===== src/hdl/sriex_pkg.sv =====
// shared types and constants for the small risc instruction executor
package sriex_pkg;
  localparam int unsigned RegCount = 32;
  localparam int unsigned MemWords = 4096;

  localparam logic [4:0] OpAdd   = 5'd0;
  localparam logic [4:0] OpSub   = 5'd1;
  localparam logic [4:0] OpMult  = 5'd2;
  localparam logic [4:0] OpDiv   = 5'd3;
  localparam logic [4:0] OpAnd   = 5'd4;
  localparam logic [4:0] OpOr    = 5'd5;
  localparam logic [4:0] OpXor   = 5'd6;
  localparam logic [4:0] OpShl   = 5'd7;
  localparam logic [4:0] OpShr   = 5'd8;
  localparam logic [4:0] OpSlt   = 5'd9;
  localparam logic [4:0] OpSle   = 5'd10;
  localparam logic [4:0] OpSeq   = 5'd11;
  localparam logic [4:0] OpLoad  = 5'd12;
  localparam logic [4:0] OpStore = 5'd13;
  localparam logic [4:0] OpJmp   = 5'd14;
  localparam logic [4:0] OpBraz  = 5'd15;
  localparam logic [4:0] OpBranz = 5'd16;
  localparam logic [4:0] OpScall = 5'd17;
  localparam logic [4:0] OpStop  = 5'd18;

  localparam logic [2:0] StOk      = 3'd0;
  localparam logic [2:0] StHalt    = 3'd1;
  localparam logic [2:0] StBadOp   = 3'd2;
  localparam logic [2:0] StBadSc   = 3'd3;
  localparam logic [2:0] StBadReg  = 3'd4;
  localparam logic [2:0] StBadAddr = 3'd5;
  localparam logic [2:0] StDivZ    = 3'd6;

  localparam logic [1:0] ScPrint  = 2'd0;
  localparam logic [1:0] ScRead   = 2'd1;

  typedef struct packed {
    logic [31:0] instruction;
    logic signed [31:0] host_value;
  } in_beat_t;

  typedef struct packed {
    logic [31:0] next_pc;
    logic [2:0]  status;
    logic        store_valid;
    logic [11:0] store_address;
    logic signed [31:0] store_value;
    logic        syscall_valid;
    logic [1:0]  syscall_code;
    logic signed [31:0] syscall_value;
  } out_beat_t;

  // controller to datapath
  typedef struct packed {
    logic load_ins;   // capture instruction beat
    logic rd_ops;     // register file read of operands
    logic mul_go;     // register product
    logic div_go;     // start divider
    logic mem_rd;     // memory read for load
    logic exec;       // commit result
    logic clear_go;   // memory clearing pass
  } ctrl_t;

  // datapath to controller
  typedef struct packed {
    logic is_mul;
    logic is_div;
    logic is_load;
    logic div_done;
    logic clear_done;
  } stat_t;
endpackage


===== src/hdl/sriex_ctrl.sv =====
// sequencing state machine
module sriex_ctrl (
  input  logic             clk_i,
  input  logic             rst_ni,
  input  logic             in_valid_i,
  output logic             in_ready_o,
  output logic             out_valid_o,
  input  logic             out_ready_i,
  input  sriex_pkg::stat_t stat_i,
  output sriex_pkg::ctrl_t ctrl_o
);
  typedef enum logic [2:0] {SClear, SIdle, SRead, SWait, SExec, SOut} state_e;
  state_e state_q;
  logic   ov_q;

  assign in_ready_o = (state_q == SIdle);
  assign out_valid_o = ov_q;

  always_comb begin
    ctrl_o = '0;
    ctrl_o.clear_go = (state_q == SClear);
    ctrl_o.load_ins = (state_q == SIdle) && in_valid_i;
    ctrl_o.rd_ops = (state_q == SRead);
    ctrl_o.mul_go = (state_q == SWait) && stat_i.is_mul;
    ctrl_o.mem_rd = (state_q == SWait) && stat_i.is_load;
    ctrl_o.div_go = (state_q == SWait) && stat_i.is_div;
    ctrl_o.exec = (state_q == SExec) && (!stat_i.is_div || stat_i.div_done);
  end

  always_ff @(posedge clk_i or negedge rst_ni) begin
    if (!rst_ni) begin
      state_q <= SClear; ov_q <= 1'b0;
    end else begin
      case (state_q)
        SClear: if (stat_i.clear_done) state_q <= SIdle;
        SIdle:  if (in_valid_i) state_q <= SRead;
        SRead:  state_q <= SWait;
        SWait:  state_q <= SExec;
        SExec:  if (ctrl_o.exec) begin state_q <= SOut; ov_q <= 1'b1; end
        SOut:   if (out_ready_i) begin state_q <= SIdle; ov_q <= 1'b0; end
        default: state_q <= SIdle;
      endcase
    end
  end

  a_one_beat: assert property (@(posedge clk_i) disable iff (!rst_ni)
    !(in_ready_o && out_valid_o)) else $error("input taken while result pending");
  a_exec_out: assert property (@(posedge clk_i) disable iff (!rst_ni)
    ctrl_o.exec |=> out_valid_o) else $error("commit without result");
  a_no_clear: assert property (@(posedge clk_i) disable iff (!rst_ni)
    ctrl_o.clear_go |-> !in_ready_o) else $error("accept during clear");
endmodule


===== config.mk =====
export PLATFORM = sky130hd
export DESIGN_NAME = sriex_ctrl
export DESIGN_NICKNAME = d
export VERILOG_FILES = /design/src/hdl/sriex_pkg.sv /design/src/hdl/sriex_ctrl.sv
export SDC_FILE = /design/constraint.sdc
export NUM_CORES = 1
export LEC_CHECK = 0
export BUFFER_PORTS_ARGS = -buffer_cell sky130_fd_sc_hd__buf_2
export CORE_AREA = 2 2 39 41
export CTS_CLUSTER_SIZE = 14
export DETAILED_ROUTE_END_ITERATION = 10
export DIE_AREA = 0 0 41 43
export GPL_ROUTABILITY_DRIVEN = 0
export HOLD_SLACK_MARGIN = 0.05
export PLACE_DENSITY_LB_ADDON = 0.08
export SYNTH_ARGS = -nofsm -noshare
export SYNTH_HDL_FRONTEND = slang
export SYNTH_SLANG_ARGS = --single-unit

===== constraint.sdc =====
create_clock -name clk_i -period 2 [get_ports clk_i]
set_clock_uncertainty 0.15 [all_clocks]
set_input_delay 0.1 -clock clk_i [delete_from_list [all_inputs] [get_ports clk_i]]
set_output_delay 0.1 -clock clk_i [all_outputs]
set_load 0.005 [all_outputs]

# Yosys cells after proc, flatten, opt, wreduce, memory -nomap -nowiden
# Index checks and enable logic that the tools add are counted.
[word_totals] ff_bits=4 latchBits=0 ramBits=0 rom_bits=0 inputBits=9 output_inout_bits=9 word_cells=30 n_memories=0
[classes] n_addsub=0 multipliers=0 n_div=0 magnitude_cmp=0 n_eq_ne=9 n_shift=0 muxes=8 bitwise=0 reduce_logical=11
[op_table] operator="one-hot mux 3 bit (6 select lines)" n=1
[op_table] operator="two-way mux 3 bit" n=4
[op_table] operator="!= test 2 bit (second input constant)" n=4
[op_table] operator="equality test 3 x 2 -> 1 bit (second input constant)" n=2
[op_table] operator="equality test 3 bit (second input constant)" n=2
[op_table] operator="logical AND 1 bit" n=5
[op_table] operator="AND reduction 4 bit" n=1
[op_table] operator="equality test 3 x 1 -> 1 bit (second input constant)" n=1
[op_table] operator="logical NOT 3 bit" n=1
[op_table] operator="AND reduction 3 bit" n=1
[op_table] operator="two-way mux 1 bit" n=2
[op_table] operator="one-hot mux 1 bit (2 select lines)" n=1
[op_table] operator="nonzero test 2 bit" n=1
[op_table] operator="logical NOT 1 bit" n=1
[op_table] operator="logical OR 1 bit" n=1

# Longest topological paths before layout
# Gate-level depths: netlist of the first run.
[logic_depth] word_depth=5 depth_mapped=4 depth_no_buf=3

# Worst setup path after synthesis of the first run
# No wires, ideal clock.
[synth_path] kind="reg2out" start="register state_q[0]" end="output ctrl_o[2] in the netlist's numbering" arrival_time_ps=880 required_ps=1750 slack_ps=870 path_stages_with_launch=4 n_path_buf=1 cell_sequence="dfrtp_1 > buf_4 > and2b_1 > and3_1"
[synth_rtl] item="from (decl)" line="sriex_ctrl.sv:13" source="state_e state_q;"
[synth_rtl] item="from (signal assigned)" line="sriex_ctrl.sv:35" source="SClear: if (stat_i.clear_done) state_q <= SIdle;"
[synth_rtl] item="from (signal assigned)" line="sriex_ctrl.sv:36" source="SIdle: if (in_valid_i) state_q <= SRead;"
[synth_rtl] item="from (signal assigned)" line="sriex_ctrl.sv:37" source="SRead: state_q <= SWait;"
[synth_rtl] item="to (decl)" line="sriex_ctrl.sv:10" source="output sriex_pkg::ctrl_t ctrl_o"

==> results of run 1 <==
worst max-delay path: cells and delay by family, from the launching register on:
| family | cells | cell delay, ns |
|---|---|---|
| AND/OR/NAND/NOR | 2 | 0.45 |
| flip-flops | 1 | 0.47 |
| buffers and inverters | 1 | 0.12 |
repair_timing:
item,4_1_cts,5_1_grt
resized for setup,0,0
endpoints found under the hold margin,7,0
hold buffers,5,0
cells by family after synthesis:
group                  count (synthesis)  share of synthesized area
DFF                                    4                     0.3792
AOI/OAI and AO/OA                      8                     0.2133
and+or+nand+nor                       14                     0.3650
buffers and inverters                  2                    0.04265
layer usage:
layer	GRT usage	up-vias	part of all wire
met5	0	-	0
li1	-	150	-
met3	0.03665	0	0.098
met2	0.1406	10	0.51
met1	0.1039	134	0.39
met4	0.08000	0	0
flip-flops by register name (all words and copies together), names as in the netlist:
register and flops:
out_valid_o 1, state_q 3
worst paths after layout:
| check | from | slack (ns) | end | cells after the start |
|---|---|---|---|---|
| worst max-delay path | state_q[0]$_DFFE_PN0P_ | 0.48 | ctrl_o[2] | 3 |
| worst min-delay path | stat_i[0] | 0.09 | state_q[0]$_DFFE_PN0P_ | 3 |
| worst max register to register | state_q[1]$_DFFE_PN0P_ | 0.69 | out_valid_o$_DFFE_PN0P_ | 3 |
| worst min register to register | out_valid_o$_DFFE_PN0P_ | 0.36 | out_valid_o$_DFFE_PN0P_ | 1 |
| max in group asynchronous | rst_ni | 0.94 | state_q[1]$_DFFE_PN0P_ | 3 |
| min in group asynchronous | rst_ni | 0.59 | out_valid_o$_DFFE_PN0P_ | 3 |
cells in the mapped netlist, drive strengths merged:
cell,number
buf,1
dfrtp,4
nand2b,2
nor3b,1
nand3b,1
and3,3
a21boi,1
nor3,2
a21o,1
o21ai,1
o31a,1
a211o,1
a2bb2oi,1
a21oi,2
and2b,1
nor2,1
nor2b,2
clkbuf,1
and3b,1
final cells by class:
type	count	area (sq um)	area share
Timing Repair Buffer	22	135.1	0.3140
Multi-Input combinational cell	22	152.6	0.3547
Tap cell	16	20.02	0.04651
Sequential cell	4	100.1	0.2326
Clock buffer	3	22.52	0.05233
through the flow:
step | setup slack (ns) | hold slack, ns | cell area (sq um) | total power, mW
finish | 0.4767 | 0.09276 | 430.4 | 0.5214
global route | 0.3751 | 0.1059 | 430.4 | 0.5749
CTS | 0.4675 | 0.09676 | 430.4 | 0.5296
detailed placement | 0.6984 | -0.2389 | 357.8 | 0.4139
global placement | 0.7157 | -0.2420 | 357.8 | 0.4187
floorplan | 0.8702 | -0.3456 | 264.0 | 0.3401
report_power, final:
part / switching (mW) / internal, mW / leakage [nW]
registers: 0.0678 / 0.115 / 0.0462
clock network: 0.0354 / 0.0673 / 0.0138
logic: 0.0924 / 0.143 / 0.166
total: 0.196 / 0.326 / 0.226
==> flow_summary.ini, run 1 <==
[status]
outcome = completed

[floorplan]
die_area_sq_um = 1763
io_pins = 18
row_count = 14
die_x_microns = 41
core-area_sq_um = 1384
start_util = 0.1908
die_h_microns = 43

[synth]
seq_area_frac_synth = 0.3791
ys.warnings.count = 0
synth_area_sq_um = 264.0
synthesis.nets = 37
avgSynthCellArea_sq_um = 9.429
synthTopCellsByArea = dfrtp_1 (38%), and3_1 (7.1%), nor2b_1 (4.7%)
syn_inst = 28
yosys.cell_types.count = 21
ys_ff_latch = 4
yosys.area.top_type = dfrtp_1
synth_top_area_frac = 0.3791

[finish]
final_cell_mix = buf_2 (17), dlygate4sd3_1 (5), dfrtp_1 (4)
nets = 62
final_common_cell = buf_2
fill_cells = 151
synthToLayoutAreaGrowth_pct = 63.03
stdcell_count = 67
insertedDiodeCount = 0
drive_gt1_frac = 0.4314
post-route-util = 0.3110

[setup_path]
cp_max_fo = 11
critPathArrivalTime_ns = 1.27
cp-end-kind = output port
critPathKind = flip-flop to output port
slowest_delay_ns = 0.47
cp.required_ns = 1.75
crit_path_top_delay_cell = dfrtp_1
start_kind = flip-flop
crit_chain = and2b_1, and3_1, buf_2

[global_routing]
grt_pass1_vias = 295
antenna_found_initial = 0
grt_start_max_net_pins = 14
grt_overflow = 0
grt_first_pass_wirelength_microns = 1117
track_usage = 0.09668

[cts]
clkSlewWorstSetupHoldPaths_ns = 0.04
cts_tree = built
cts.sink_count = 4
htree_levels = 1
numCtsBuffers = 3
post_cts_buffers = 0
clockBufferDepth = 2
cts_root_buf = clkbuf_4
insertion_delay_ns = 0.24

[timing]
clock.fmax_mhz = 656.5
fin_tns_setup_ns = 0
rsz0062_at_grt = false
hold_viol_final = 0
min_period_over_period = 0.7616
tightest_slew_ns = 0.3021
period_minus_slack_ns = 1.523
finalSetupViolations = 0
slew_headroom = 0.7986
slew_violations = 0

[route]
routed_wl_microns = 655
wire_per_inst_microns = 9.776
via_per_inst = 4.388
drt_drc_violations_left = 0
ant_nets = 0
vias = 294
drtIter0Drc = 4
firstDrtPassIters = 4

[hold_path]
worstHoldPathType = input port to flip-flop

[pwr]
p_leak_nw = 0.2256
vdd_drop_max_mv = 0.3287
power.density_nw_per_um2 = 1211

[place]
portBuffers = 17
dp_cells = 59

[flow_run]
drv_cap = 0
No activity file was read; power rests on OpenSTA's default activity.
==> inputs of run 2 (changes only) <==
- ABC_AREA: not set -> 1
- clock period: 2 -> 1.4 ns (I/O delays scaled with it)
==> run 2 against run 1 <==
  * Utilization up 4.4 points
  * Die area unchanged
  * Count of clock-buffer cells in the layout unchanged
  * Via count up 21%
  * Design area up 14%
  * Clock power up 35%
  * Critical endpoint is now ctrl_o[3]
  * Highest routed layer unchanged
==> flow_summary.ini, run 2 <==
[status]
outcome = completed

[timing]
rsz0062_at_grt = true
min_period_over_period = 0.9569
period_minus_slack_ns = 1.340
finalSetupViolations = 0
hold_viol_final = 0
clock.fmax_mhz = 746.5
slew_violations = 0
setup_slack_ns = 0.06040
slew_headroom = 0.8765
tightest_slew_ns = 0.1839

[hold_path]
hold_end = state_q[0]$_DFFE_PN0P_
hp-start = in_valid_i
worstHoldPathType = input port to flip-flop
whs_path_depth = 4

[synth]
synthFlopType = dfrtp_1
synth.most_common_cell = nor2_1
synth_area_sq_um = 314.1
synthesis.nets = 60
yosys.cell_types.count = 16
ys_ff_latch = 4
avgSynthCellArea_sq_um = 6.158
syn_inst = 51
synthTopCellsByArea = dfrtp_1 (32%), nor2_1 (14%), inv_1 (9.6%)
yosys.area.top_type = dfrtp_1
synth_edf_count = 0
synth_top_area_frac = 0.3187
async_reset_ff_frac = 1.000
netlist_top_cells_count = nor2_1 (12), inv_1 (8), nand2_1 (8)
ys.warnings.count = 0
seq_area_frac_synth = 0.3187

[floorplan]
die_h_microns = 43
die_area_sq_um = 1763
die_x_microns = 41
start_util = 0.2269
row_count = 14
io_pins = 18
core-area_sq_um = 1384

[pwr]
power.density_nw_per_um2 = 1920
p_seq_frac = 0.245
p_switching_mw = 0.4352
p_leak_nw = 0.2909
vdd_drop_max_mv = 0.6946
p_clk_frac = 0.147
switching_share = 0.4611
comb_power_share = 0.608
power.internal_mw = 0.5087

[cts]
htree_levels = 1
cts_tree = built
cts_root_buf = clkbuf_4
numCtsBuffers = 3
clockBufferDepth = 2
cts.sink_count = 4
clkSlewWorstSetupHoldPaths_ns = 0.04
insertion_delay_ns = 0.23

[place]
portBuffers = 17
hpwl_microns = 614.1
place_area_sq_um = 419.2
preCtsSetupSlack_ns = 0.1751

[finish]
fill_cells = 168
largest_reg_flops = 3
synthToLayoutAreaGrowth_pct = 56.57
drive_gt1_frac = 0.4865
top_register = state_q
nets = 85
insertedDiodeCount = 0
final_cell_mix = buf_2 (17), nor2_1 (10), nand2_1 (7), inv_1 (7), inv_2 (4)
final_common_cell = buf_2
final_area_sq_um = 491.7

[global_routing]
grt_first_pass_wirelength_microns = 1083
grt_pass1_vias = 290
grt_start_max_net_pins = 7
grt_overflow = 0
antenna_found_initial = 0
track_usage = 0.09596

[setup_path]
cp_max_fo = 3
cp.required_ns = 1.18
crit_chain = inv_2, nand2_2, nor2_4, inv_2, nor2_1, buf_2
start_kind = flip-flop
cp-end-kind = output port
critPathArrivalTime_ns = 1.12
critPathKind = flip-flop to output port
slowest_delay_ns = 0.39
worstReg2RegEnd = state_q[0]$_DFFE_PN0P_
timing.rr.start = state_q[1]$_DFFE_PN0P_
cp_common_cell = inv_2
worst-r2r-cell-count = 6
crit_path_top_delay_cell = dfrtp_1
reg2reg_slack_ns = 0.15

[flow_run]
drv_cap = 0

[route]
routed_wl_microns = 747
drtIter0Drc = 5
wire_per_inst_microns = 8.300
firstDrtPassIters = 3
vias = 357
drt_drc_violations_left = 0
via_per_inst = 3.967
ant_nets = 0
==> run 2: cell types whose count changed after synthesis, sizes merged, moves of 2 or more <==
cell    change
nand3       +2
and3        -3
inv        +13
nor2       +13
nand2b      -2
nand2      +10
nor2b       -2
==> run 2: layer usage <==
| layer | up-vias | share of wire | routed length (microns) | track usage |
|---|---|---|---|---|
| met5 | - | 0 | 0 | 0 |
| met4 | 0 | 0 | 0 | 0.08000 |
| met3 | 0 | 0.074 | 55 | 0.03141 |
| met2 | 12 | 0.49 | 363 | 0.1438 |
| met1 | 146 | 0.44 | 327 | 0.1016 |
| li1 | 199 | - | - | - |
==> run 2: worst max-delay path by stage <==
| stage | start | endpoint | slack, ns | cells past startpoint |
|---|---|---|---|---|
| floorplan | state_q[1]$_DFFE_PN0P_ | state_q[0]$_DFFE_PN0P_ | 0.29 | 6 |
| global placement | state_q[1]$_DFFE_PN0P_ | state_q[0]$_DFFE_PN0P_ | 0.13 | 6 |
| detailed placement | state_q[1]$_DFFE_PN0P_ | state_q[0]$_DFFE_PN0P_ | 0.18 | 6 |
| CTS | state_q[0]$_DFFE_PN0P_ | ctrl_o[3] | 0.01 | 5 |
| global route | state_q[0]$_DFFE_PN0P_ | ctrl_o[6] | -0.02 | 5 |
| finish | state_q[2]$_DFFE_PN0P_ | ctrl_o[3] | 0.06 | 6 |
==> run 2: power by group through the flow <==
stage,Sequential [mW],Clock (mW),Combinational [mW]
2_1_floorplan,0.217,0,0.358
3_3_place_gp,0.224,0,0.522
3_5_place_dp,0.222,0,0.508
4_1_cts,0.213,0.144,0.535
5_1_grt,0.239,0.157,0.653
6_report,0.231,0.139,0.574
==> run 2: timing repair <==
item / in CTS / in global routing
endpoints found under the hold margin: 4 / 0
cloned: 0 / 0
setup endpoints to repair: 3 / 6
setup buffers: 1 / 0
gates resized for setup: 0 / 9
hold buffers: 2 / 0
pin swaps: 0 / 3
==> run 2: cell families (layout without fill, tap and decap cells) <==
| group | Yosys count | after routing | share of synthesized area |
|---|---|---|---|
| AOI/OAI and AO/OA | 5 | 5 | 0.09960 |
| buffers and inverters | 13 | 36 | 0.1554 |
| DFF | 4 | 4 | 0.3187 |
| and+or+nand+nor | 29 | 29 | 0.4263 |
==> run 2: metrics by stage <==
| stage | hold slack (ns) | power [mW] | std cells | utilization | setup TNS [ns] |
|---|---|---|---|---|---|
| 3_3_place_gp | -0.2703 | 0.7466 | 84 | 0.3029 | 0 |
| 3_5_place_dp | -0.2729 | 0.7302 | 84 | 0.3029 | 0 |
| 2_1_floorplan | -0.3756 | 0.5743 | 51 | - | 0 |
| 4_1_cts | 0.05151 | 0.8920 | 90 | 0.3391 | 0 |
| 5_1_grt | 0.06143 | 1.049 | 90 | 0.3553 | -0.07421 |
| 6_report | 0.05523 | 0.9439 | 90 | 0.3553 | 0 |
==> run 2: area by class of cell <==
type	instances	area, sq um	area share
Sequential cell	4	101.3	0.2061
Timing Repair Buffer	20	116.4	0.2366
Inverter	13	53.80	0.1094
Clock buffer	3	22.52	0.04580
Multi-Input combinational cell	34	177.7	0.3613
Tap cell	16	20.02	0.04071
==> run 2: critical path, delay by kind of cell (launching register included) <==
kind	cells	cell delay (ns)
AND/OR/NAND/NOR	3	0.27
flip-flops	1	0.39
buffers and inverters	3	0.24
